==> src/design/ibim_pkg.sv <==
`timescale 1ns / 1ps

package ibim_pkg;

    localparam int NUM_CHANNELS_DEF = 8;
    localparam int COUNT_WIDTH_DEF  = 16;

    localparam int CHAN_W     = 3;
    localparam int WIN_W      = 16;
    localparam int CFG_DATA_W = 16;
    localparam int CFG_IDX_W  = 3;
    localparam int HOLDOFF_W  = 16;

    // Holdoff timer load at reset; a written holdoff value is ignored, and only a
    // reset loads the timer, always with this same value.
    localparam logic [HOLDOFF_W-1:0] HOLDOFF_RESET = 16'd500;

    typedef enum logic [CFG_IDX_W-1:0] {
        CFG_WINDOW_LOW      = 3'd0,
        CFG_WINDOW_HIGH     = 3'd1,
        CFG_TICKS_PER_MS    = 3'd2,
        CFG_MS_PER_CHECK    = 3'd3,
        CFG_DETECT_PULSE_MS = 3'd4,
        CFG_ALARM_MS        = 3'd5,
        CFG_HOLDOFF_MS      = 3'd6
    } cfg_idx_t;

    typedef struct packed {
        logic [WIN_W-1:0] window_low;
        logic [WIN_W-1:0] window_high;
        logic [7:0]       ticks_per_ms;
        logic [9:0]       ms_per_check;
        logic [7:0]       detect_pulse_ms;
        logic [7:0]       alarm_ms;
    } ibim_cfg_t;

    localparam ibim_cfg_t CFG_RESET = '{
        window_low:      16'd20,
        window_high:     16'd28,
        ticks_per_ms:    8'd20,
        ms_per_check:    10'd1000,
        detect_pulse_ms: 8'd25,
        alarm_ms:        8'd100
    };

    typedef struct packed {
        logic tick;
        logic edge_hit;
    } ibim_ctrl_t;

    typedef struct packed {
        logic detect;
        logic alarm;
        logic fault;
        logic bad;
    } ibim_status_t;

endpackage

==> src/design/ibim_lane.sv <==
`timescale 1ns / 1ps

module ibim_lane #(
    parameter int COUNT_WIDTH = ibim_pkg::COUNT_WIDTH_DEF
) (
    input  logic                   clk,
    input  logic                   rst_n,
    input  logic                   tick,
    input  logic                   clear,
    output logic [COUNT_WIDTH-1:0] count,
    output logic [COUNT_WIDTH-1:0] last
);
    import ibim_pkg::*;

    logic [COUNT_WIDTH-1:0] count_reg;
    logic [COUNT_WIDTH-1:0] count_next;
    logic [COUNT_WIDTH-1:0] last_reg;
    logic [COUNT_WIDTH-1:0] last_next;

    always_comb
    begin
        count_next = count_reg;
        last_next  = last_reg;
        if (tick && (count_reg != '1))
        begin
            count_next = count_reg + COUNT_WIDTH'(1);
        end
        else if (clear)
        begin
            last_next  = count_reg;
            count_next = '0;
        end
    end

    always_ff @(posedge clk or negedge rst_n)
    begin
        if (!rst_n)
        begin
            count_reg <= '0;
            last_reg  <= '0;
        end
        else
        begin
            count_reg <= count_next;
            last_reg  <= last_next;
        end
    end

    assign count = count_reg;
    assign last  = last_reg;

endmodule

==> src/design/ibim_timebase.sv <==
`timescale 1ns / 1ps

module ibim_timebase #(
    parameter int COUNT_WIDTH = ibim_pkg::COUNT_WIDTH_DEF
) (
    input  logic                    clk,
    input  logic                    rst_n,
    input  ibim_pkg::ibim_ctrl_t    ctrl,
    input  ibim_pkg::ibim_cfg_t     cfg,
    input  logic [COUNT_WIDTH-1:0]  now_count,
    input  logic [COUNT_WIDTH-1:0]  prev_count,
    output ibim_pkg::ibim_status_t  status
);
    import ibim_pkg::*;

    localparam int CMP_W = (COUNT_WIDTH > WIN_W) ? COUNT_WIDTH : WIN_W;

    logic [7:0]             sub_ms_reg, sub_ms_next, sub_inc;
    logic [9:0]             ms_count_reg, ms_count_next, ms_inc;
    logic                   pending_reg, pending_next;
    logic [7:0]             detect_timer_reg, detect_timer_next;
    logic [7:0]             alarm_timer_reg, alarm_timer_next;
    logic [HOLDOFF_W-1:0]   holdoff_reg, holdoff_next;
    logic                   detect_reg, detect_next;
    logic                   alarm_reg, alarm_next;
    logic                   fault_reg, fault_next;
    logic [COUNT_WIDTH-1:0] min_reg, min_next;
    logic [COUNT_WIDTH-1:0] max_reg, max_next;

    logic [CMP_W-1:0] low_x, high_x, now_x, min_x, max_x;
    logic             bad, ms_tick, wrap, holdoff_zero, serve;

    assign low_x  = CMP_W'(cfg.window_low);
    assign high_x = CMP_W'(cfg.window_high);
    assign now_x  = CMP_W'(now_count);
    assign min_x  = CMP_W'(min_reg);
    assign max_x  = CMP_W'(max_reg);

    assign bad = ctrl.edge_hit && ((now_x > high_x) || (now_x < low_x));

    assign sub_inc      = sub_ms_reg + 8'd1;
    assign ms_tick      = ctrl.tick && (sub_inc >= cfg.ticks_per_ms);
    assign ms_inc       = ms_count_reg + 10'd1;
    assign wrap         = ms_inc >= cfg.ms_per_check;
    assign holdoff_zero = holdoff_reg == '0;
    // A check request raised on this very step is served at once if the holdoff is over.
    assign serve        = ms_tick && holdoff_zero && (pending_reg || wrap);

    always_comb
    begin
        sub_ms_next       = sub_ms_reg;
        ms_count_next     = ms_count_reg;
        pending_next      = pending_reg;
        holdoff_next      = holdoff_reg;
        detect_timer_next = detect_timer_reg;
        alarm_timer_next  = alarm_timer_reg;
        detect_next       = detect_reg;
        alarm_next        = alarm_reg;
        fault_next        = fault_reg;
        min_next          = min_reg;
        max_next          = max_reg;

        if (ctrl.tick)
        begin
            sub_ms_next = ms_tick ? 8'd0 : sub_inc;
        end

        if (ms_tick)
        begin
            ms_count_next = wrap ? 10'd0 : ms_inc;
            if (detect_timer_reg != 8'd0)
            begin
                detect_timer_next = detect_timer_reg - 8'd1;
                if (detect_timer_reg == 8'd1)
                begin
                    detect_next = 1'b0;
                end
            end
            if (alarm_timer_reg != 8'd0)
            begin
                alarm_timer_next = alarm_timer_reg - 8'd1;
                if (alarm_timer_reg == 8'd1)
                begin
                    alarm_next = 1'b0;
                end
            end
            if (!holdoff_zero)
            begin
                holdoff_next = holdoff_reg - HOLDOFF_W'(1);
                pending_next = pending_reg || wrap;
            end
            else
            begin
                pending_next = 1'b0;
            end
        end

        if (serve)
        begin
            fault_next = (min_x < low_x) || (max_x > high_x);
            min_next   = '1;
            max_next   = '0;
        end

        // A zero duration leaves the level set with its timer idle.
        if (bad)
        begin
            detect_next       = 1'b1;
            detect_timer_next = cfg.detect_pulse_ms;
            alarm_next        = 1'b1;
            alarm_timer_next  = cfg.alarm_ms;
        end

        // The previously stored interval, not the fresh one, feeds the window extremes.
        if (ctrl.edge_hit && holdoff_zero)
        begin
            if (prev_count < min_reg)
            begin
                min_next = prev_count;
            end
            if (prev_count > max_reg)
            begin
                max_next = prev_count;
            end
        end
    end

    always_ff @(posedge clk or negedge rst_n)
    begin
        if (!rst_n)
        begin
            sub_ms_reg       <= '0;
            ms_count_reg     <= '0;
            pending_reg      <= 1'b0;
            holdoff_reg      <= HOLDOFF_RESET;
            detect_timer_reg <= '0;
            alarm_timer_reg  <= '0;
            detect_reg       <= 1'b0;
            alarm_reg        <= 1'b0;
            fault_reg        <= 1'b0;
            min_reg          <= '1;
            max_reg          <= '0;
        end
        else
        begin
            sub_ms_reg       <= sub_ms_next;
            ms_count_reg     <= ms_count_next;
            pending_reg      <= pending_next;
            holdoff_reg      <= holdoff_next;
            detect_timer_reg <= detect_timer_next;
            alarm_timer_reg  <= alarm_timer_next;
            detect_reg       <= detect_next;
            alarm_reg        <= alarm_next;
            fault_reg        <= fault_next;
            min_reg          <= min_next;
            max_reg          <= max_next;
        end
    end

    assign status.detect = detect_next;
    assign status.alarm  = alarm_next;
    assign status.fault  = fault_next;
    assign status.bad    = bad;

endmodule

==> src/design/ir_beam_interval_monitor_unit.sv <==
// Flow: a word accepted into the input register moves on into the result register as soon
// as that register is free, and it stays offered on the outputs until out_stall is low.
// Throughput: one word per cycle unless stalled; an input and a result register bracket a
// single pass through the channel counters and the shared timer and window logic.
// in_stall rises only when the input register is full and a stalled result blocks it.
// Reset (rst_n low, asynchronous) clears counters, timers and levels, sets the window
// minimum to all ones, reloads the holdoff timer and restores the register defaults.
`timescale 1ns / 1ps

module ir_beam_interval_monitor_unit #(
    parameter int NUM_CHANNELS = ibim_pkg::NUM_CHANNELS_DEF,
    parameter int COUNT_WIDTH  = ibim_pkg::COUNT_WIDTH_DEF
) (
    input  logic                              clk,
    input  logic                              rst_n,
    input  logic                              in_valid,
    output logic                              in_stall,
    input  logic                              kind,
    input  logic [ibim_pkg::CHAN_W-1:0]       channel,
    output logic                              out_valid,
    input  logic                              out_stall,
    output logic                              detect_out,
    output logic                              alarm_on,
    output logic                              fault_lamp,
    output logic                              bad_interval,
    input  logic                              cfg_write,
    input  ibim_pkg::cfg_idx_t                cfg_index,
    input  logic [ibim_pkg::CFG_DATA_W-1:0]   cfg_data
);
    import ibim_pkg::*;

    ibim_cfg_t    cfg_reg;
    logic         s1_valid_reg;
    logic         kind_reg;
    logic [CHAN_W-1:0] channel_reg;
    logic         out_valid_reg;
    ibim_status_t result_reg;

    logic         out_free, process, accept;
    logic         tick_strobe, edge_strobe;
    ibim_ctrl_t   ctrl;
    ibim_status_t status;

    logic [NUM_CHANNELS-1:0] hit;
    logic [COUNT_WIDTH-1:0]  count [NUM_CHANNELS];
    logic [COUNT_WIDTH-1:0]  last  [NUM_CHANNELS];
    logic [COUNT_WIDTH-1:0]  now_sel, prev_sel;

    // The result register frees up when it is empty or its word leaves this cycle.
    assign out_free    = !out_valid_reg || !out_stall;
    assign process     = s1_valid_reg && out_free;
    assign in_stall    = s1_valid_reg && !out_free;
    assign accept      = in_valid && !in_stall;

    assign tick_strobe = process && !kind_reg;
    // Edges on channels that do not exist change nothing.
    assign edge_strobe = process && kind_reg && (int'(channel_reg) < NUM_CHANNELS);

    for (genvar c = 0; c < NUM_CHANNELS; c++)
    begin : g_lane
        assign hit[c] = edge_strobe && (int'(channel_reg) == c);

        ibim_lane #(
            .COUNT_WIDTH (COUNT_WIDTH)
        ) u_lane (
            .clk   (clk),
            .rst_n (rst_n),
            .tick  (tick_strobe),
            .clear (hit[c]),
            .count (count[c]),
            .last  (last[c])
        );
    end

    always_comb
    begin
        now_sel  = '0;
        prev_sel = '0;
        for (int c = 0; c < NUM_CHANNELS; c++)
        begin
            now_sel  = now_sel  | (count[c] & {COUNT_WIDTH{hit[c]}});
            prev_sel = prev_sel | (last[c]  & {COUNT_WIDTH{hit[c]}});
        end
    end

    assign ctrl.tick     = tick_strobe;
    assign ctrl.edge_hit = edge_strobe;

    ibim_timebase #(
        .COUNT_WIDTH (COUNT_WIDTH)
    ) u_timebase (
        .clk        (clk),
        .rst_n      (rst_n),
        .ctrl       (ctrl),
        .cfg        (cfg_reg),
        .now_count  (now_sel),
        .prev_count (prev_sel),
        .status     (status)
    );

    always_ff @(posedge clk or negedge rst_n)
    begin
        if (!rst_n)
        begin
            cfg_reg <= CFG_RESET;
        end
        else if (cfg_write)
        begin
            case (cfg_index)
                CFG_WINDOW_LOW:      cfg_reg.window_low      <= cfg_data;
                CFG_WINDOW_HIGH:     cfg_reg.window_high     <= cfg_data;
                CFG_TICKS_PER_MS:    cfg_reg.ticks_per_ms    <= cfg_data[7:0];
                CFG_MS_PER_CHECK:    cfg_reg.ms_per_check    <= cfg_data[9:0];
                CFG_DETECT_PULSE_MS: cfg_reg.detect_pulse_ms <= cfg_data[7:0];
                CFG_ALARM_MS:        cfg_reg.alarm_ms        <= cfg_data[7:0];
                // The holdoff length only counts from reset, which reloads the default.
                CFG_HOLDOFF_MS:      cfg_reg <= cfg_reg;
                default:             cfg_reg <= cfg_reg;
            endcase
        end
    end

    always_ff @(posedge clk or negedge rst_n)
    begin
        if (!rst_n)
        begin
            s1_valid_reg  <= 1'b0;
            out_valid_reg <= 1'b0;
        end
        else
        begin
            if (accept)
            begin
                s1_valid_reg <= 1'b1;
            end
            else if (process)
            begin
                s1_valid_reg <= 1'b0;
            end

            if (process)
            begin
                out_valid_reg <= 1'b1;
            end
            else if (!out_stall)
            begin
                out_valid_reg <= 1'b0;
            end
        end
    end

    always_ff @(posedge clk)
    begin
        if (accept)
        begin
            kind_reg    <= kind;
            channel_reg <= channel;
        end
        if (process)
        begin
            result_reg <= status;
        end
    end

    assign out_valid    = out_valid_reg;
    assign detect_out   = result_reg.detect;
    assign alarm_on     = result_reg.alarm;
    assign fault_lamp   = result_reg.fault;
    assign bad_interval = result_reg.bad;

endmodule

==> config.mk <==
export PLATFORM = sky130hd
export DESIGN_NAME = ir_beam_interval_monitor_unit
export DESIGN_NICKNAME = d
export VERILOG_FILES = /design/src/design/ibim_pkg.sv /design/src/design/ibim_lane.sv /design/src/design/ibim_timebase.sv /design/src/design/ir_beam_interval_monitor_unit.sv
export SDC_FILE = /design/constraint.sdc
export NUM_CORES = 1
export LEC_CHECK = 0
export BUFFER_PORTS_ARGS = -buffer_cell sky130_fd_sc_hd__buf_4
export CAP_MARGIN = 20
export CORE_MARGIN = 3
export CORE_UTILIZATION = 40
export CTS_BUF_LIST = sky130_fd_sc_hd__clkbuf_8
export DETAILED_ROUTE_END_ITERATION = 12
export GPL_TIMING_DRIVEN = 0
export SETUP_SLACK_MARGIN = 0.02
export SLEW_MARGIN = 10
export SYNTH_ARGS = -nofsm -noshare
export SYNTH_HDL_FRONTEND = slang
export SYNTH_SLANG_ARGS = --single-unit
==> constraint.sdc <==
create_clock -name clk -period 4.3 [get_ports clk]
set_clock_uncertainty 0.2 [all_clocks]
set_input_delay 0.645 -clock clk [delete_from_list [all_inputs] [get_ports clk]]
set_output_delay 0.645 -clock clk [all_outputs]
set_load 0.05 [all_outputs]
==> results_dict.tcl, run 1 <==
set metrics [dict create \
    status "finished clean" \
    max-vdd-ir-drop_uv 255 \
    grt_pass1_vias 19400 \
    synth-seq-area-share_pct 45.1 \
    antenna_found_initial 1 \
    rsz0062_at_grt "yes" \
    startpoint "s1_valid_reg" \
    hpwl_mm 55.0 \
    hp-class "input pin to flip-flop" \
    clk_latency_ns 0.69 \
    reg2reg_from "s1_valid_reg" \
    numCtsBuffers 78 \
    yosysWarningCount 0 \
    fmax_ghz 0.234 \
    std_cell_rows 87 \
    viasPerCell 5.82 \
    cts_tree "yes" \
    cp.buffers_inverters 3 \
    tightest_slew_ns 1.08 \
    start_kind "flip-flop" \
    dieArea_sq_um 61400 \
    die_w_microns 248 \
    clockPowerShare_pct 35.6 \
    gp_congestion 0.957 \
    r2r_slack_ns 0.02 \
    synth_edf_count 8 \
    h-tree-depth 3 \
    grt_pass1_wl_mm 115 \
    p_sw_share_pct 33.1 \
    period_share_pct 99.5 \
    ys_types 70 \
    cp_num_cells 7 \
    tns_ns 0 \
    intPower_w 0.00763 \
    dr.pass1.iters 6 \
    pwr-share-seq_pct 44.3 \
    path_clk_slew_ns 0.06 \
    grt_max_degree 98 \
    worstRegToRegCells 7 \
    async_reset_ff_share_pct 98.1 \
    wire_per_inst_microns 21.8 \
    crit_family "buffers and inverters" \
    final_max_slew_viol_count 0 \
    cp-endpoint "u_timebase.sub_ms_reg[5]" \
    maxSlewHeadroom_pct 27.8 \
    ant_nets 0 \
    design_area_sq_um 27600 \
    instances_no_fill 3434 \
    drc 0 \
    wirelength_mm 75.0 \
    grt_overflow 0 \
    synthFlopType "dfrtp_1" \
    io_buffer_count 33 \
    p_leak_nw 12.5 \
    setup_violations 0 \
    hold_viol 0 \
    p_sw_w 0.00378 \
    syn_inst 2458 \
    arrival_ns 4.66 \
    nFillCells 5349 \
    cp-end-kind "flip-flop" \
    fin_nets 2773 \
    ios 34 \
    drive_above_1_share_pct 19.2 \
    die_h_microns 248 \
    final_common_cell "nand2_1" \
    via_count 20000 \
    mostFrequentLayoutCells "426 x nand2_1, 368 x dfrtp_1, 165 x o21ai_0, 141 x inv_1, 128 x ha_1" \
    grt_usage_pct 24.4 \
    dp_cells 3253 \
    path_class "flip-flop to flip-flop" \
    path_cells "a21boi_1 > nor2b_1 > clkbuf_1 > clkbuf_2 > buf_1 > nand2_1 > o31ai_1" \
    synth_area_sq_um 23400 \
    r2r-end "u_timebase.sub_ms_reg[5]" \
    syn_nets 2614 \
    syn_avg_cell_area_sq_um 9.51 \
    placed_cell_area_sq_um 24700 \
    cp_max_fo 10 \
    holdWs_ns 0.0566 \
    drt_iter0_drc 1634 \
    slowest_delay_ns 0.71 \
    crit_path_top_delay_cell "buf_1" \
    start_util_pct 41.0 \
    core_area_sq_um 57000 \
    syn2layout_area_growth_pct 18.1 \
    synth-seq-cells 418 \
    cts_buffer_depth 3 \
    power.density_nw_per_um2 413 \
    period_minus_slack_ns 4.28 \
    crit_required_ns 4.68 \
    cts_root_buf "clkbuf_8" \
    p_comb_share_pct 20.1 \
    max_cap_violations 0 \
    clock_sinks 418 \
]
==> through the flow <==
| step | power (W) | worst slack, ns | utilization, % |
|---|---|---|---|
| final | 0.0114 | 0.0210 | 48.4 |
| after global routing | 0.0120 | -0.0296 | 48.4 |
| after CTS | 0.0114 | 0.00428 | 47.4 |
| after detailed placement | 0.00723 | -2.04 | 43.3 |
| after global placement | 0.00711 | -2.07 | 43.1 |
| after floorplan | 0.00635 | 0.0559 | - |
==> worst reg2reg max path, cell delays in order (launching register included) <==
cell and delay (ns):
dfrtp_1 0.46, a21boi_1 0.67, nor2b_1 0.60, clkbuf_1 0.49
clkbuf_2 0.53, buf_1 0.72, nand2_1 0.23, o31ai_1 0.28
==> per-layer routing <==
metal	track usage, %	wire length, microns	vias up
met5	0	0	-
met4	9.17	2790	0
met3	4.49	5180	141
met2	38.8	33900	740
met1	33.3	33100	9924
li1	-	-	9189
==> power groups by stage <==
stage / logic, W / clock network (W) / registers (W)
floorplan: 0.00147 / 0 / 0.00488
global placement: 0.00205 / 0 / 0.00506
detailed placement: 0.00215 / 0 / 0.00508
CTS: 0.00223 / 0.00415 / 0.00503
global route: 0.00257 / 0.00432 / 0.00512
finish: 0.00229 / 0.00406 / 0.00506
==> area by class of cell <==
cell class,count,area (sq um),share of cell area [%]
tap,756,946,3.43
buffer,119,718,2.60
inverter,114,429,1.55
antenna,1,2.50,0.00907
sequential,418,10600,38.2
multi-input combinational,1802,12600,45.5
clock inverter,51,397,1.44
timing repair buffer,84,769,2.79
clock buffer,89,1220,4.44
==> repair_timing <==
| item | in CTS | in global routing |
|---|---|---|
| endpoints found under the hold margin | 93 | 0 |
| gates resized for setup | 139 | 124 |
| gates cloned | 0 | 1 |
| hold buffers | 14 | 0 |
| setup endpoints to repair | 87 | 59 |
| pin swaps | 13 | 14 |
| setup buffers | 18 | 11 |
==> kinds of logic after synthesis <==
group                    Yosys count  share of synthesized area, %
AO/OA/AOI/OAI                    512                          13.8
XOR/XNOR                          50                          1.87
adder cells (fa/ha/maj)          128                          6.85
buffers and inverters            238                          3.88
flip-flops                       418                          45.1
multiplexers                     238                          11.1
AND/OR/NAND/NOR                  874                          17.4
==> synthesized netlist by cell type, drive strengths merged, types with 5 or more instances <==
library cell | instances | share of area, %
nand2 | 428 | 6.9
dfstp | 41 | 4.6
nand4b | 7 | 0.26
and2 | 11 | 0.29
nor4 | 14 | 0.37
nand4 | 56 | 1.5
o22ai | 24 | 0.64
o2bb2ai | 5 | 0.19
a22oi | 37 | 1.2
o21a | 6 | 0.19
nor3 | 58 | 1.3
or3 | 20 | 0.56
and3 | 24 | 0.64
nand2b | 14 | 0.37
clkbuf | 105 | 1.7
and4 | 13 | 0.49
nand3 | 100 | 2.1
a21o | 8 | 0.26
a22o | 16 | 0.60
buf | 19 | 0.35
ha | 128 | 6.9
o21ai | 186 | 4.0
inv | 113 | 1.8
o22a | 5 | 0.19
o211ai | 41 | 1.3
nor2b | 13 | 0.35
xor2 | 17 | 0.64
a21oi | 77 | 1.6
mux2i | 108 | 4.6
nor2 | 96 | 1.5
a221oi | 7 | 0.26
a31oi | 20 | 0.54
mux2 | 126 | 6.1
dfrtp | 369 | 40
edfxtp | 8 | 1.0
xnor2 | 33 | 1.2
o31ai | 36 | 1.2
a211oi | 7 | 0.22
or4 | 6 | 0.19
a2111oi | 5 | 0.19
or2 | 5 | 0.13
==> how the worst min path moves through the flow <==
| stage | cells past startpoint | end | startpoint | slack, ns |
|---|---|---|---|---|
| after detailed placement | 2 | g_lane[0].u_lane.last[1] | g_lane[0].u_lane.last[1] | 0.26 |
| after global routing | 2 | cfg_reg[0] | cfg_data[0] | 0.03 |
| after CTS | 3 | cfg_reg[28] | cfg_data[2] | 0.003 |
| after global placement | 1 | u_timebase.holdoff_reg[12] | u_timebase.holdoff_reg[12] | 0.25 |
| after floorplan | 0 | cfg_reg[0] | rst_n | 0.15 |
| final | 3 | cfg_reg[38] | cfg_data[4] | 0.06 |
Power figures use the tool's default switching activity.
==> run 2: changes to the inputs <==
clock period = 4.2 ns   (was 4.3 ns; I/O delays follow)
==> results_dict.tcl, run 2 (synthesis results as in run 1) <==
set metrics [dict create \
    grt_pass1_vias 19400 \
    drive_above_1_share_pct 19.5 \
    crit_top_cell "nor3_4" \
    io_buffer_count 33 \
    arrival_ns 4.59 \
    crit_required_ns 4.58 \
    clock_sinks 418 \
    max-vdd-ir-drop_uv 264 \
    grt_overflow 0 \
    clk_latency_ns 0.67 \
    wirelength_mm 74.6 \
    h-tree-depth 3 \
    period_share_pct 100 \
    hp-class "input pin to flip-flop" \
    drt_iter0_drc 1829 \
    start_util_pct 41.0 \
    crit_path_top_delay_cell "edfxtp_1" \
    wire_per_inst_microns 21.7 \
    crit_family "simple AND/OR/NAND/NOR gates" \
    setup_violations 1 \
    std_cell_rows 87 \
    cts_root_buf "clkbuf_8" \
    violations "negative setup slack" \
    p_leak_nw 12.4 \
    final_max_slew_viol_count 0 \
    grt_usage_pct 24.3 \
    numCtsBuffers 77 \
    slowest_delay_ns 0.47 \
    ant_nets 0 \
    dieArea_sq_um 61400 \
    dr.pass1.iters 6 \
    rsz0062_at_grt "yes" \
    p_total_w 0.0115 \
    r2r_slack_ns -0.004 \
    tightest_slew_ns 0.989 \
    core_area_sq_um 57000 \
    cp_max_fo 11 \
    reg2reg_from "channel_reg[2]" \
    fin_ws_ns -0.00376 \
    path_clk_slew_ns 0.06 \
    min-delay-start "cfg_data[0]" \
    hpwl_mm 54.6 \
    die_h_microns 248 \
    maxSlewHeadroom_pct 33.2 \
    fmax_ghz 0.238 \
    hold_path_end "cfg_reg[0]" \
    mostFrequentLayoutCells "424 x nand2_1, 368 x dfrtp_1, 166 x o21ai_0, 128 x inv_1, 126 x ha_1" \
    start_kind "flip-flop" \
    die_w_microns 248 \
    hold_depth 2 \
    syn2layout_area_growth_pct 18.6 \
    antenna_found_initial 3 \
    r2r-end "u_timebase.min_reg[11]" \
    final_common_cell "nand2_1" \
    power.density_nw_per_um2 414 \
    cts_tree "yes" \
    via_count 19900 \
    grt_pass1_wl_mm 114 \
    period_minus_slack_ns 4.20 \
    grt_max_degree 108 \
    hold_viol 0 \
    cts_buffer_depth 3 \
    path_class "flip-flop to flip-flop" \
    viasPerCell 5.80 \
    cp-end-kind "flip-flop" \
    status "finished, violations left" \
    drc 0 \
    tns_ns -0.00376 \
    ios 34 \
    worstRegToRegCells 15 \
    fin_nets 2781 \
    max_cap_violations 0 \
    gp_congestion 0.986 \
    cp.buffers_inverters 5 \
    path_cells "clkbuf_8 > buf_8 > mux2i_1 > o22ai_1 > nor3_4 > inv_1 > ha_1 > nand3_1 > nor3_4 > o2111ai_2 > nor3_1 > or4_1 > clkbuf_4 > buf_6 > mux2_4" \
]
run 2: cell count changes in the layout (fill, tap and decap cells not counted), moves of 5 or more:
cell / before / now
a22oi_1: 24 / 31
buf_4: 63 / 68
clkbuf_16: 0 / 5
clkbuf_8: 93 / 100
a22oi_2: 13 / 6
o21ai_2: 13 / 7
inv_1: 141 / 128
run 2: final cells by class:
| class | instances | area (sq um) |
|---|---|---|
| Fill cell | 5281 | 29300 |
| Multi-Input combinational cell | 1802 | 12600 |
| Sequential cell | 418 | 10600 |
| Clock buffer | 95 | 1310 |
| Tap cell | 756 | 946 |
| Timing Repair Buffer | 92 | 861 |
| Buffer | 120 | 769 |
| Inverter | 114 | 430 |
| Clock inverter | 35 | 210 |
| Antenna cell | 1 | 2.50 |
run 2: layer usage:
metal  routed length, microns  vias to the layer above  global-route usage, %
li1                         -                     9165                      -
met1                    33500                     9882                   34.0
met2                    33500                      706                   38.3
met3                     4910                      158                   3.75
met4                     2690                        2                   8.57
met5                       37                        -                      0
run 2: how the worst max path moves through the flow:
stage	cells past startpoint	slack [ns]	start	to
final	15	-0.004	channel_reg[2]	u_timebase.min_reg[11]
after global placement	1	-2.22	rst_n	out_valid
after global routing	17	-0.09	channel_reg[2]	u_timebase.min_reg[11]
after floorplan	17	0.05	channel_reg[1]	alarm_on
after detailed placement	18	-1.78	channel_reg[2]	detect_out
after CTS	20	-0.04	channel_reg[1]	detect_out
run 2: metrics by stage:
stage / area (sq um) / worst slack, ns / instances / hold WS, ns / util [%]
6_report: 27700 / -0.00376 / 3433 / 0.0657 / 48.6
2_1_floorplan: 23400 / 0.0497 / 2458 / 0.134 / -
3_3_place_gp: 24600 / -2.22 / 3247 / 0.254 / 43.1
5_1_grt: 27700 / -0.0883 / 3433 / 0.0428 / 48.6
3_5_place_dp: 24700 / -1.78 / 3254 / 0.257 / 43.4
4_1_cts: 27200 / -0.0404 / 3415 / 0.00572 / 47.7
run 2: repair_timing:
action | in CTS | in global routing
setup endpoints to repair | 90 | 54
pin swaps | 16 | 21
gates cloned | 0 | 3
setup buffers | 18 | 14
endpoints found under the hold margin | 102 | 0
resized for setup | 185 | 81
hold buffers | 16 | 0
run 2: worst reg2reg max path, stage by stage (launching register included):
cell       delay (ns)
edfxtp_1         0.47
clkbuf_8         0.22
buf_8            0.21
mux2i_1          0.37
o22ai_1          0.23
nor3_4           0.36
inv_1            0.13
ha_1             0.30
nand3_1          0.16
nor3_4           0.32
o2111ai_2        0.16
nor3_1           0.15
or4_1            0.13
clkbuf_4         0.20
buf_6            0.21
mux2_4           0.31
run 2: power breakdown:
group	internal, W	total [W]	switching (W)
sequential	0.00460	0.00518	0.000577
combinational	0.000959	0.00238	0.00142
clock	0.00211	0.00392	0.00181
